[config.mk]
export PLATFORM = sky130hd
export DESIGN_NAME = accept_encoding_negotiator_core_flat
export DESIGN_NICKNAME = d
export VERILOG_FILES = /design/src/rtl/aen_pkg.sv /design/src/rtl/aen_ifs.sv /design/src/rtl/aen_in_stage.sv /design/src/rtl/aen_parser.sv /design/src/rtl/aen_out_stage.sv /design/src/rtl/accept_encoding_negotiator_core.sv /design/src/flat_wrapper.sv
export VERILOG_INCLUDE_DIRS = /design/src /design/src/rtl
export SDC_FILE = /design/constraint.sdc
export NUM_CORES = 1
export LEC_CHECK = 0
export BUFFER_PORTS_ARGS = -buffer_cell sky130_fd_sc_hd__buf_2
export CAP_MARGIN = 15
export CORE_MARGIN = 5
export CORE_UTILIZATION = 55
export CTS_CLUSTER_SIZE = 40
export DETAILED_ROUTE_END_ITERATION = 10
export GPL_ROUTABILITY_DRIVEN = 0
export GPL_TIMING_DRIVEN = 1
export PLACE_DENSITY = 0.83
export SETUP_SLACK_MARGIN = 0.05
export SLEW_MARGIN = 20
export SYNTH_ARGS = -nofsm -noshare
export SYNTH_HDL_FRONTEND = slang
export SYNTH_SLANG_ARGS = --single-unit
[constraint.sdc]
create_clock -name clk_i -period 7.91 [get_ports clk_i]
set_input_delay 0.791 -clock clk_i [delete_from_list [all_inputs] [get_ports clk_i]]
set_output_delay 0.791 -clock clk_i [all_outputs]
set_load 0.02 [all_outputs]
[src/rtl/accept_encoding_negotiator_core_macros.svh]
// Assertion macros used by the negotiator parser.
`ifndef ACCEPT_ENCODING_NEGOTIATOR_CORE_MACROS_SVH
`define ACCEPT_ENCODING_NEGOTIATOR_CORE_MACROS_SVH

// Same-cycle implication, disabled while reset is asserted.
`define AEN_ASSERT_NOW(lbl, clk, rstn, ante, cons, msg) \
  lbl: assert property (@(posedge clk) disable iff (!rstn) (ante) |-> (cons)) \
    else $error(msg);

// Next-cycle implication, disabled while reset is asserted.
`define AEN_ASSERT_NEXT(lbl, clk, rstn, ante, cons, msg) \
  lbl: assert property (@(posedge clk) disable iff (!rstn) (ante) |=> (cons)) \
    else $error(msg);

`endif

[src/rtl/aen_pkg.sv]
// Types and constants of the Accept-Encoding negotiator.
package aen_pkg;

  localparam logic [9:0] QualityMax = 10'd1000;

  typedef enum logic [2:0] {
    PH_LEAD  = 3'd0,
    PH_TOKEN = 3'd1,
    PH_SEMI  = 3'd2,
    PH_Q     = 3'd3,
    PH_EQ    = 3'd4,
    PH_INT   = 3'd5,
    PH_FRAC  = 3'd6
  } aen_phase_e;

  typedef enum logic [1:0] {
    ENC_IDENTITY = 2'd0,
    ENC_GZIP     = 2'd1,
    ENC_NONE     = 2'd2
  } aen_enc_e;

  typedef struct packed {
    logic [7:0] header_byte;
    logic       has_byte;
    logic       last;
  } aen_item_t;

  typedef struct packed {
    logic     valid;
    aen_enc_e encoding;
  } aen_res_t;

  typedef struct packed {
    aen_phase_e phase;
    logic [3:0] pos;
    logic [3:0] alive;
    logic       pend;
    logic       dropped;
    logic [9:0] qacc;
    logic [1:0] qdig;
    logic       qone;
  } aen_elem_t;

  typedef struct packed {
    logic [9:0] gzip_q;
    logic       gzip_seen;
    logic [9:0] ident_q;
    logic       ident_seen;
    logic [9:0] wild_q;
    logic       wild_seen;
    logic       saw_any;
  } aen_tab_t;

  localparam aen_elem_t ElemClear = '{
    phase: PH_LEAD, pos: 4'd0, alive: 4'hF, pend: 1'b0, dropped: 1'b0,
    qacc: QualityMax, qdig: 2'd0, qone: 1'b0
  };

  localparam aen_tab_t TabClear = '{
    gzip_q: 10'd0, gzip_seen: 1'b0, ident_q: 10'd0, ident_seen: 1'b0,
    wild_q: 10'd0, wild_seen: 1'b0, saw_any: 1'b0
  };

  // Candidate tokens
  localparam int CandGzip  = 0;
  localparam int CandXGzip = 1;
  localparam int CandIdent = 2;
  localparam int CandWild  = 3;

  localparam logic [7:0] CharComma = 8'h2C;
  localparam logic [7:0] CharSemi  = 8'h3B;
  localparam logic [7:0] CharEq    = 8'h3D;
  localparam logic [7:0] CharDot   = 8'h2E;
  localparam logic [7:0] CharLowQ  = 8'h71;
  localparam logic [7:0] CharUpQ   = 8'h51;
  localparam logic [7:0] CharZero  = 8'h30;
  localparam logic [7:0] CharOne   = 8'h31;
  localparam logic [7:0] CharNine  = 8'h39;
  localparam logic [7:0] CharSpace = 8'h20;
  localparam logic [7:0] CharTab   = 8'h09;
  localparam logic [7:0] CharCr    = 8'h0D;
  localparam logic [7:0] CharUpA   = 8'h41;
  localparam logic [7:0] CharUpZ   = 8'h5A;

endpackage

[src/rtl/aen_ifs.sv]
// Valid/ready channel interfaces for header bytes and decisions.
interface aen_in_if;
  logic       valid;
  logic       ready;
  logic [7:0] header_byte;
  logic       has_byte;
  logic       last;

  modport source (output valid, header_byte, has_byte, last, input ready);
  modport sink   (input valid, header_byte, has_byte, last, output ready);
endinterface

interface aen_out_if;
  logic       valid;
  logic       ready;
  logic [1:0] encoding;

  modport source (output valid, encoding, input ready);
  modport sink   (input valid, encoding, output ready);
endinterface

[src/rtl/aen_in_stage.sv]
// Input register for header words.
module aen_in_stage (
  input  logic                clk_i,
  input  logic                rst_ni,
  aen_in_if.sink              in_i,
  input  logic                take_i,
  output logic                item_valid_o,
  output aen_pkg::aen_item_t  item_o
);

  logic               valid_q, valid_d;
  aen_pkg::aen_item_t item_q, item_d;
  logic               load;

  assign in_i.ready = !valid_q || take_i;
  assign load       = in_i.valid && in_i.ready;

  always_comb begin
    valid_d = valid_q;
    item_d  = item_q;
    if (load) begin
      valid_d = 1'b1;
      item_d  = '{header_byte: in_i.header_byte, has_byte: in_i.has_byte,
                  last: in_i.last};
    end else if (take_i) begin
      valid_d = 1'b0;
    end
  end

  always_ff @(posedge clk_i or negedge rst_ni) begin
    if (!rst_ni) begin
      valid_q <= 1'b0;
    end else begin
      valid_q <= valid_d;
    end
  end

  always_ff @(posedge clk_i) begin
    item_q <= item_d;
  end

  assign item_valid_o = valid_q;
  assign item_o       = item_q;

endmodule

[src/rtl/aen_parser.sv]
// Element parser, per-token quality table and final decision.
`include "accept_encoding_negotiator_core_macros.svh"

module aen_parser (
  input  logic                clk_i,
  input  logic                rst_ni,
  input  logic                item_valid_i,
  input  aen_pkg::aen_item_t  item_i,
  input  logic                res_ready_i,
  output logic                take_o,
  output aen_pkg::aen_res_t   res_o
);

  aen_pkg::aen_elem_t elem_q, elem_d, elem_w, fin_src;
  aen_pkg::aen_tab_t  tab_q, tab_d, tab_w;
  logic               is_comma;

  function automatic logic [3:0] cand_len(logic [1:0] k);
    logic [3:0] l;
    l = 4'd1;
    unique case (k)
      2'(aen_pkg::CandGzip):  l = 4'd4;
      2'(aen_pkg::CandXGzip): l = 4'd6;
      2'(aen_pkg::CandIdent): l = 4'd8;
      default:                l = 4'd1;
    endcase
    return l;
  endfunction

  function automatic logic [7:0] cand_char(logic [1:0] k, logic [2:0] p);
    logic [63:0] t;
    t = '0;
    unique case (k)
      2'(aen_pkg::CandGzip):  t = {"gzip", 32'h0};
      2'(aen_pkg::CandXGzip): t = {"x-gzip", 16'h0};
      2'(aen_pkg::CandIdent): t = "identity";
      default:                t = {"*", 56'h0};
    endcase
    t = t << {p, 3'b000};
    return t[63:56];
  endfunction

  function automatic logic is_ws(logic [7:0] c);
    return (c == aen_pkg::CharSpace) || (c >= aen_pkg::CharTab && c <= aen_pkg::CharCr);
  endfunction

  function automatic aen_pkg::aen_elem_t take_char(aen_pkg::aen_elem_t e, logic [7:0] c);
    aen_pkg::aen_elem_t n;
    logic [7:0]         f;
    n = e;
    f = (c >= aen_pkg::CharUpA && c <= aen_pkg::CharUpZ) ? (c | 8'h20) : c;
    for (int k = 0; k < 4; k++) begin
      if (e.alive[k] && (e.pos >= cand_len(2'(k)) || cand_char(2'(k), e.pos[2:0]) != f)) begin
        n.alive[k] = 1'b0;
      end
    end
    if (e.pos != 4'hF) n.pos = e.pos + 4'd1;
    return n;
  endfunction

  function automatic aen_pkg::aen_elem_t feed(aen_pkg::aen_elem_t e, logic [7:0] c);
    aen_pkg::aen_elem_t n;
    logic               ws;
    logic [9:0]         place;
    n  = e;
    ws = is_ws(c);
    place = 10'd1;
    if (!e.dropped) begin
      unique case (e.phase)
        aen_pkg::PH_LEAD: begin
          if (!ws) begin
            if (c == aen_pkg::CharSemi) begin
              n.phase = aen_pkg::PH_SEMI;
            end else begin
              n = take_char(e, c);
              n.phase = aen_pkg::PH_TOKEN;
            end
          end
        end
        aen_pkg::PH_TOKEN: begin
          if (ws) begin
            n.pend = 1'b1;
          end else if (c == aen_pkg::CharSemi) begin
            n.phase = aen_pkg::PH_SEMI;
            n.pend  = 1'b0;
          end else begin
            // inner whitespace kills every candidate
            if (e.pend) begin
              n.alive = 4'h0;
              n.pend  = 1'b0;
            end
            n = take_char(n, c);
          end
        end
        aen_pkg::PH_SEMI: begin
          if (!ws) begin
            if (c == aen_pkg::CharLowQ || c == aen_pkg::CharUpQ) n.phase = aen_pkg::PH_Q;
            else n.dropped = 1'b1;
          end
        end
        aen_pkg::PH_Q: begin
          if (!ws) begin
            if (c == aen_pkg::CharEq) n.phase = aen_pkg::PH_EQ;
            else n.dropped = 1'b1;
          end
        end
        aen_pkg::PH_EQ: begin
          if (!ws) begin
            if (c == aen_pkg::CharZero || c == aen_pkg::CharOne) begin
              n.qone  = (c == aen_pkg::CharOne);
              n.qacc  = (c == aen_pkg::CharOne) ? aen_pkg::QualityMax : 10'd0;
              n.phase = aen_pkg::PH_INT;
            end else begin
              n.dropped = 1'b1;
            end
          end
        end
        aen_pkg::PH_INT: begin
          if (ws) n.pend = 1'b1;
          else if (!e.pend && c == aen_pkg::CharDot) n.phase = aen_pkg::PH_FRAC;
          else n.dropped = 1'b1;
        end
        aen_pkg::PH_FRAC: begin
          if (ws) begin
            n.pend = 1'b1;
          end else if (e.pend || c < aen_pkg::CharZero || c > aen_pkg::CharNine ||
                       e.qdig == 2'd3 || (e.qone && c != aen_pkg::CharZero)) begin
            n.dropped = 1'b1;
          end else begin
            case (e.qdig)
              2'd0:    place = 10'd100;
              2'd1:    place = 10'd10;
              default: place = 10'd1;
            endcase
            if (!e.qone) n.qacc = e.qacc + 10'(c[3:0]) * place;
            n.qdig = e.qdig + 2'd1;
          end
        end
        default: n.dropped = 1'b1;
      endcase
    end
    return n;
  endfunction

  function automatic logic cand_hit(aen_pkg::aen_elem_t e, int k);
    return e.alive[k] && (e.pos == cand_len(2'(k)));
  endfunction

  function automatic aen_pkg::aen_tab_t finish(aen_pkg::aen_elem_t e, aen_pkg::aen_tab_t t);
    aen_pkg::aen_tab_t n;
    logic              ok;
    logic [9:0]        q;
    n  = t;
    ok = 1'b0;
    q  = aen_pkg::QualityMax;
    if (!e.dropped) begin
      if (e.phase == aen_pkg::PH_TOKEN) begin
        ok = 1'b1;
      end else if (e.phase == aen_pkg::PH_INT || e.phase == aen_pkg::PH_FRAC) begin
        ok = 1'b1;
        q  = e.qacc;
      end
    end
    if (ok) begin
      // first occurrence of each token wins
      if ((cand_hit(e, aen_pkg::CandGzip) || cand_hit(e, aen_pkg::CandXGzip)) &&
          !t.gzip_seen) begin
        n.gzip_seen = 1'b1;
        n.gzip_q    = q;
      end else if (cand_hit(e, aen_pkg::CandIdent) && !t.ident_seen) begin
        n.ident_seen = 1'b1;
        n.ident_q    = q;
      end else if (cand_hit(e, aen_pkg::CandWild) && !t.wild_seen) begin
        n.wild_seen = 1'b1;
        n.wild_q    = q;
      end
    end
    return n;
  endfunction

  function automatic aen_pkg::aen_enc_e decide(aen_pkg::aen_tab_t t);
    logic [9:0]        gq, iq;
    aen_pkg::aen_enc_e r;
    gq = t.gzip_seen ? t.gzip_q : (t.wild_seen ? t.wild_q : 10'd0);
    if (t.ident_seen) iq = t.ident_q;
    else iq = (t.wild_seen && t.wild_q == 10'd0) ? 10'd0 : aen_pkg::QualityMax;
    if (!t.saw_any) r = aen_pkg::ENC_IDENTITY;
    else if (gq != 10'd0 && gq >= iq) r = aen_pkg::ENC_GZIP;
    else if (iq != 10'd0) r = aen_pkg::ENC_IDENTITY;
    else r = aen_pkg::ENC_NONE;
    return r;
  endfunction

  // A last word needs room in the result register.
  assign take_o   = item_valid_i && (!item_i.last || res_ready_i);
  assign is_comma = item_i.has_byte && (item_i.header_byte == aen_pkg::CharComma);

  always_comb begin
    tab_w   = tab_q;
    elem_w  = elem_q;
    fin_src = elem_q;
    if (item_i.has_byte) begin
      tab_w.saw_any = 1'b1;
      if (!is_comma) begin
        elem_w  = feed(elem_q, item_i.header_byte);
        fin_src = elem_w;
      end else begin
        elem_w  = aen_pkg::ElemClear;
      end
    end
    if (is_comma || item_i.last) tab_w = finish(fin_src, tab_w);
  end

  always_comb begin
    elem_d         = elem_q;
    tab_d          = tab_q;
    res_o.valid    = 1'b0;
    res_o.encoding = aen_pkg::ENC_IDENTITY;
    if (take_o) begin
      if (item_i.last) begin
        res_o.valid    = 1'b1;
        res_o.encoding = decide(tab_w);
        elem_d         = aen_pkg::ElemClear;
        tab_d          = aen_pkg::TabClear;
      end else begin
        elem_d = elem_w;
        tab_d  = tab_w;
      end
    end
  end

  always_ff @(posedge clk_i or negedge rst_ni) begin
    if (!rst_ni) begin
      elem_q <= aen_pkg::ElemClear;
      tab_q  <= aen_pkg::TabClear;
    end else begin
      elem_q <= elem_d;
      tab_q  <= tab_d;
    end
  end

  `AEN_ASSERT_NEXT(a_clear_after_last, clk_i, rst_ni, take_o && item_i.last, (elem_q == aen_pkg::ElemClear) && (tab_q == aen_pkg::TabClear), "state not cleared after last word")
  `AEN_ASSERT_NEXT(a_saw_byte, clk_i, rst_ni, take_o && item_i.has_byte && !item_i.last, tab_q.saw_any, "byte not recorded")
  `AEN_ASSERT_NOW(a_seen_needs_byte, clk_i, rst_ni, tab_q.gzip_seen || tab_q.ident_seen || tab_q.wild_seen, tab_q.saw_any, "token recorded without any byte")
  `AEN_ASSERT_NOW(a_qacc_range, clk_i, rst_ni, 1'b1, elem_q.qacc <= aen_pkg::QualityMax, "quality above 1000")

endmodule

[src/rtl/aen_out_stage.sv]
// Result register driving the decision channel.
module aen_out_stage (
  input  logic               clk_i,
  input  logic               rst_ni,
  input  aen_pkg::aen_res_t  res_i,
  output logic               ready_o,
  aen_out_if.source          out_o
);

  logic              valid_q, valid_d;
  aen_pkg::aen_enc_e enc_q, enc_d;

  assign ready_o = !valid_q || out_o.ready;

  always_comb begin
    valid_d = valid_q;
    enc_d   = enc_q;
    if (res_i.valid) begin
      valid_d = 1'b1;
      enc_d   = res_i.encoding;
    end else if (out_o.ready) begin
      valid_d = 1'b0;
    end
  end

  always_ff @(posedge clk_i or negedge rst_ni) begin
    if (!rst_ni) begin
      valid_q <= 1'b0;
    end else begin
      valid_q <= valid_d;
    end
  end

  always_ff @(posedge clk_i) begin
    enc_q <= enc_d;
  end

  assign out_o.valid    = valid_q;
  assign out_o.encoding = enc_q;

endmodule

[src/rtl/accept_encoding_negotiator_core.sv]
// Flow: a header word accepted into the input register is parsed in the following cycle; the decision
//   of a last word is loaded into the result register at the edge at which the parser takes that word.
// Throughput: one word per cycle; only a last word waits, and only while the result register
//   holds a decision that the receiver does not take in that cycle.
// Reset (asynchronous, active low) empties both registers and returns the parser and the
//   token table to the start of a header; no clearing pass is needed.
module accept_encoding_negotiator_core (
  input  logic       clk_i,
  input  logic       rst_ni,
  aen_in_if.sink     in_i,
  aen_out_if.source  out_o
);

  // input register -> parser (state update, decision) -> result register
  logic               item_valid;
  aen_pkg::aen_item_t item;
  logic               take;
  logic               res_ready;
  aen_pkg::aen_res_t  res;

  // Holds one header word; freed in the cycle the parser consumes it.
  aen_in_stage u_in (
    .clk_i        (clk_i),
    .rst_ni       (rst_ni),
    .in_i         (in_i),
    .take_i       (take),
    .item_valid_o (item_valid),
    .item_o       (item)
  );

  // Trims and splits elements, matches tokens, scales q values and, on the
  // last word, closes the open element and forms the decision.
  aen_parser u_parser (
    .clk_i        (clk_i),
    .rst_ni       (rst_ni),
    .item_valid_i (item_valid),
    .item_i       (item),
    .res_ready_i  (res_ready),
    .take_o       (take),
    .res_o        (res)
  );

  // One-entry result register; reloadable in the cycle it is drained.
  aen_out_stage u_out (
    .clk_i   (clk_i),
    .rst_ni  (rst_ni),
    .res_i   (res),
    .ready_o (res_ready),
    .out_o   (out_o)
  );

endmodule

[src/flat_wrapper.sv]
// flat-port wrapper written by rule: the top's interface ports become plain ports
module accept_encoding_negotiator_core_flat 
  (clk_i, rst_ni, in_i_valid, in_i_header_byte, in_i_has_byte, in_i_last, in_i_ready, out_o_valid, out_o_encoding, out_o_ready);
  aen_in_if in_i_i ();
  aen_out_if out_o_i ();
  input  logic clk_i;
  input  logic rst_ni;
  input wire logic [$bits(in_i_i.valid)-1:0] in_i_valid;
  input wire logic [$bits(in_i_i.header_byte)-1:0] in_i_header_byte;
  input wire logic [$bits(in_i_i.has_byte)-1:0] in_i_has_byte;
  input wire logic [$bits(in_i_i.last)-1:0] in_i_last;
  output wire logic [$bits(in_i_i.ready)-1:0] in_i_ready;
  output wire logic [$bits(out_o_i.valid)-1:0] out_o_valid;
  output wire logic [$bits(out_o_i.encoding)-1:0] out_o_encoding;
  input wire logic [$bits(out_o_i.ready)-1:0] out_o_ready;
  assign in_i_i.valid = in_i_valid;
  assign in_i_i.header_byte = in_i_header_byte;
  assign in_i_i.has_byte = in_i_has_byte;
  assign in_i_i.last = in_i_last;
  assign in_i_ready = in_i_i.ready;
  assign out_o_valid = out_o_i.valid;
  assign out_o_encoding = out_o_i.encoding;
  assign out_o_i.ready = out_o_ready;
  accept_encoding_negotiator_core u_core (.clk_i(clk_i), .rst_ni(rst_ni), .in_i(in_i_i), .out_o(out_o_i));
endmodule
==> metrics.csv <==
stage;metric;value;unit
logic_synthesis;yosysMostFrequentCell;nand2_1;
floorplanning;core;12500;um2
cells_and_area;fillCellCount;1095;
logic_synthesis;synth_nets;912;
global_route;gr-total-overflow;0;
logic_synthesis;syn_avg_cell_area;8.17;um2
logic_synthesis;synth.area.top_cells;dfrtp_1 19%, ha_1 7.3%, o21ai_0 5.2%, edfxtp_1 5.2%, nand2_1 4.6%;
cells_and_area;diodes;0;
critical_path;worstPathArrival;7350;ps
cells_and_area;area_delta_synth_final;6.13;%
critical_path;path_class;reg2reg;
run;cap_violations;0;
cells_and_area;nNetsFinal;895;
floorplanning;initial_utilization;0.554;
logic_synthesis;synthFlopType;dfrtp_1;
place;hpwlAfterDp;12600;um
critical_path;cpMaxStageDelayCell;edfxtp_1;
global_route;grt.total_usage;0.247;
outcome;outcome;completed;
min_path;hp-class;reg2reg;
logic_synthesis;yosysWarnings;0;
detailed_routing;via_per_inst;6.33;
clock_network;post_cts_buffers;0;
floorplanning;die_y;122;um
detailed_routing;avgRoutedWirePerCell;17.3;um
clock_network;cts-resized-gates;0;
global_route;antenna_found_initial;0;
power;power_leakage;3.18;nW
sta;maxSlewHeadroom;0.351;
detailed_routing;route.detailed.drc;0;
detailed_routing;wl;17400;um
clock_network;cts.clk_slew.worst_paths;60;ps
logic_synthesis;yosys-top-cells-count;84 x nand2_1, 72 x o21ai_0, 63 x inv_1, 61 x a21oi_1, 55 x nor2_1;
logic_synthesis;async_reset_ff_frac;0.838;
min_path;hold_start;u_core.u_parser.tab_q[31];
clock_network;cts_root_buffer;clkbuf_16;
logic_synthesis;yosysTopAreaCell;dfrtp_1;
global_route;grt_pass1_wl;29900;um
logic_synthesis;synth-seq-cells;74;
floorplanning;die_x;122;um
sta;hold_viol;0;
sta;rsz0062_at_grt;false;
critical_path;cp_data_required_time;7990;ps
sta;max_freq;0.138;GHz
sta;setup_viol;0;
critical_path;startpoint;u_core.u_in.item_o[4];
floorplanning;rows;41;
cells_and_area;instances_no_fill;1005;
cells_and_area;drive_gt1_frac;0.0924;
sta;period_share;0.919;
logic_synthesis;synthCells;845;
critical_path;worstPathMaxFanout;21;
logic_synthesis;netlist_area;6900;um2
sta;worst_pin_slew;963;ps
logic_synthesis;seq_area_frac_synth;0.279;
critical_path;start_kind;register;
logic_synthesis;ys_types;89;
global_route;grt_max_degree;63;
clock_network;clk-insertion-delay-late;340;ps
critical_path;crit_top_cell;a21o_1;
place;numPlacedInstances;989;
clock_network;numClockSinks;74;
global_route;grt_pass1_vias;6075;
place;portBuffers;17;
power;vdd_drop_max;0.000147;V
clock_network;postCtsHoldBufs;0;
logic_synthesis;synth_edf_count;12;
sta;drv_slew;0;
floorplanning;ios;18;
detailed_routing;vias;6361;
detailed_routing;dr.pass1.iters;6;
clock_network;cts_tree;yes;
clock_network;clk_path_buf_depth;2;
sta;clock_skew;8.28;ps
floorplanning;die_area;14900;um2
detailed_routing;drtIter0Drc;677;
critical_path;endpoint_kind;register;
power;p_per_area;158;nW/um2
clock_network;htree_levels;3;
critical_path;rr_startpoint;u_core.u_in.item_o[4];
sta;final.min_clock_period;7270;ps
detailed_routing;ant_nets;0;
logic_synthesis;netlist.area_leader.share;0.189;
sta;tns;0;ps
critical_path;crit_path_max_incr_delay;720;ps
clock_network;cts_inserted_buffers;9;
## final cells by class
cell class	instances	area [um2]	share of cell area
clock buffer	13	283	0.0386
clock inverter	3	18.8	0.00256
inverter	63	236	0.0323
multi-input combinational	656	4510	0.616
sequential	74	1920	0.263
tap	172	215	0.0294
timing repair buffer	24	138	0.0188
## report_power, final
group	switching, W	internal [W]
clock	0.000164	0.000251
sequential	0.0000441	0.000420
combinational	0.000163	0.000114
total	0.000372	0.000785
## worst max-delay path, delay by kind of cell (launching register included)
kind	cells	cell delay, ps
AO/OA/AOI/OAI	12	2080
flip-flops	1	720
adder cells (fa/ha/maj)	5	2130
buffers and inverters	3	170
AND/OR/NAND/NOR	6	1300
multiplexers	2	600
## metal layers
| layer | track usage | part of all wire |
|---|---|---|
| met1 | 0.345 | 0.44 |
| met2 | 0.392 | 0.46 |
| met3 | 0.0409 | 0.078 |
| met4 | 0.0798 | 0.023 |
| met5 | 0 | 0 |
## flip-flops by register name, summed over array words and instances, names as in the netlist
name                         cells
u_core.u_out.out_o.encoding      2
u_core.u_in.item_valid_o         1
u_core.u_in.item_o              10
u_core.u_out.out_o.valid         1
u_core.u_parser.tab_q           34
u_core.u_parser.elem_q          26
## per-stage QoR
step                cell area (um2)  setup WS [ps]  power (W)  hold slack, ps   util
floorplan                      6900           1110   0.000673             441      -
global placement               7020            917   0.000731             452  0.563
detailed placement             7020            723   0.000740             463  0.563
CTS                            7320            693    0.00115             476  0.588
global route                   7320           99.5    0.00121             500  0.588
finish                         7320            639    0.00116             482  0.588
## cells by family after synthesis
logic type,Yosys count,share of synthesized area
fa+ha+maj,53,0.110
xor+xnor,18,0.0228
simple gates,304,0.237
buf+inv,115,0.0683
compound gates,253,0.241
flops,74,0.279
mux,28,0.0421
## path summary, 6_finish.rpt
kind                       cells past startpoint  slack, ps                             end
min reg2reg                                    1        480       u_core.u_parser.tab_q[31]
min in group asynchronous                      2        630       u_core.u_parser.tab_q[20]
max reg2reg                                   28        640  u_core.u_out.out_o.encoding[0]
min                                            1        480       u_core.u_parser.tab_q[31]
max in group asynchronous                      2       6760       u_core.u_parser.elem_q[0]
max                                           28        640  u_core.u_out.out_o.encoding[0]
## placed cells by master, fill, tap and decap left out, types with 4 or more instances in the layout
| cell | synthesis | layout |
|---|---|---|
| and2_1 | 13 | 13 |
| a31oi_1 | 8 | 8 |
| nor3b_1 | 6 | 6 |
| a32o_1 | 4 | 4 |
| nand2b_1 | 18 | 18 |
| a211oi_1 | 9 | 9 |
| o21ai_0 | 72 | 72 |
| o21a_1 | 6 | 6 |
| nor2_1 | 55 | 55 |
| clkbuf_16 | 0 | 11 |
| nand3_1 | 20 | 20 |
| inv_1 | 63 | 63 |
| nand3b_1 | 6 | 6 |
| nor4_1 | 10 | 10 |
| nand4b_1 | 4 | 4 |
| edfxtp_1 | 12 | 12 |
| dfrtp_1 | 52 | 52 |
| mux2_2 | 8 | 8 |
| xnor2_1 | 12 | 12 |
| o2111ai_1 | 4 | 4 |
| and3_1 | 7 | 7 |
| nand4_1 | 9 | 9 |
| or3_1 | 4 | 4 |
| nor4bb_1 | 5 | 5 |
| mux2i_1 | 20 | 20 |
| o211ai_1 | 4 | 4 |
| dfstp_2 | 10 | 10 |
| xor2_1 | 6 | 6 |
| ha_1 | 40 | 40 |
| a22o_1 | 13 | 13 |
| nand2_1 | 84 | 84 |
| nor3_1 | 19 | 19 |
| buf_2 | 8 | 17 |
| o31ai_1 | 6 | 6 |
| o22ai_1 | 7 | 7 |
| nor2b_1 | 15 | 15 |
| fa_1 | 13 | 13 |
| buf_4 | 1 | 7 |
| a21oi_1 | 61 | 61 |
| a21o_1 | 17 | 17 |
No activity file was read; power rests on OpenSTA's default activity.
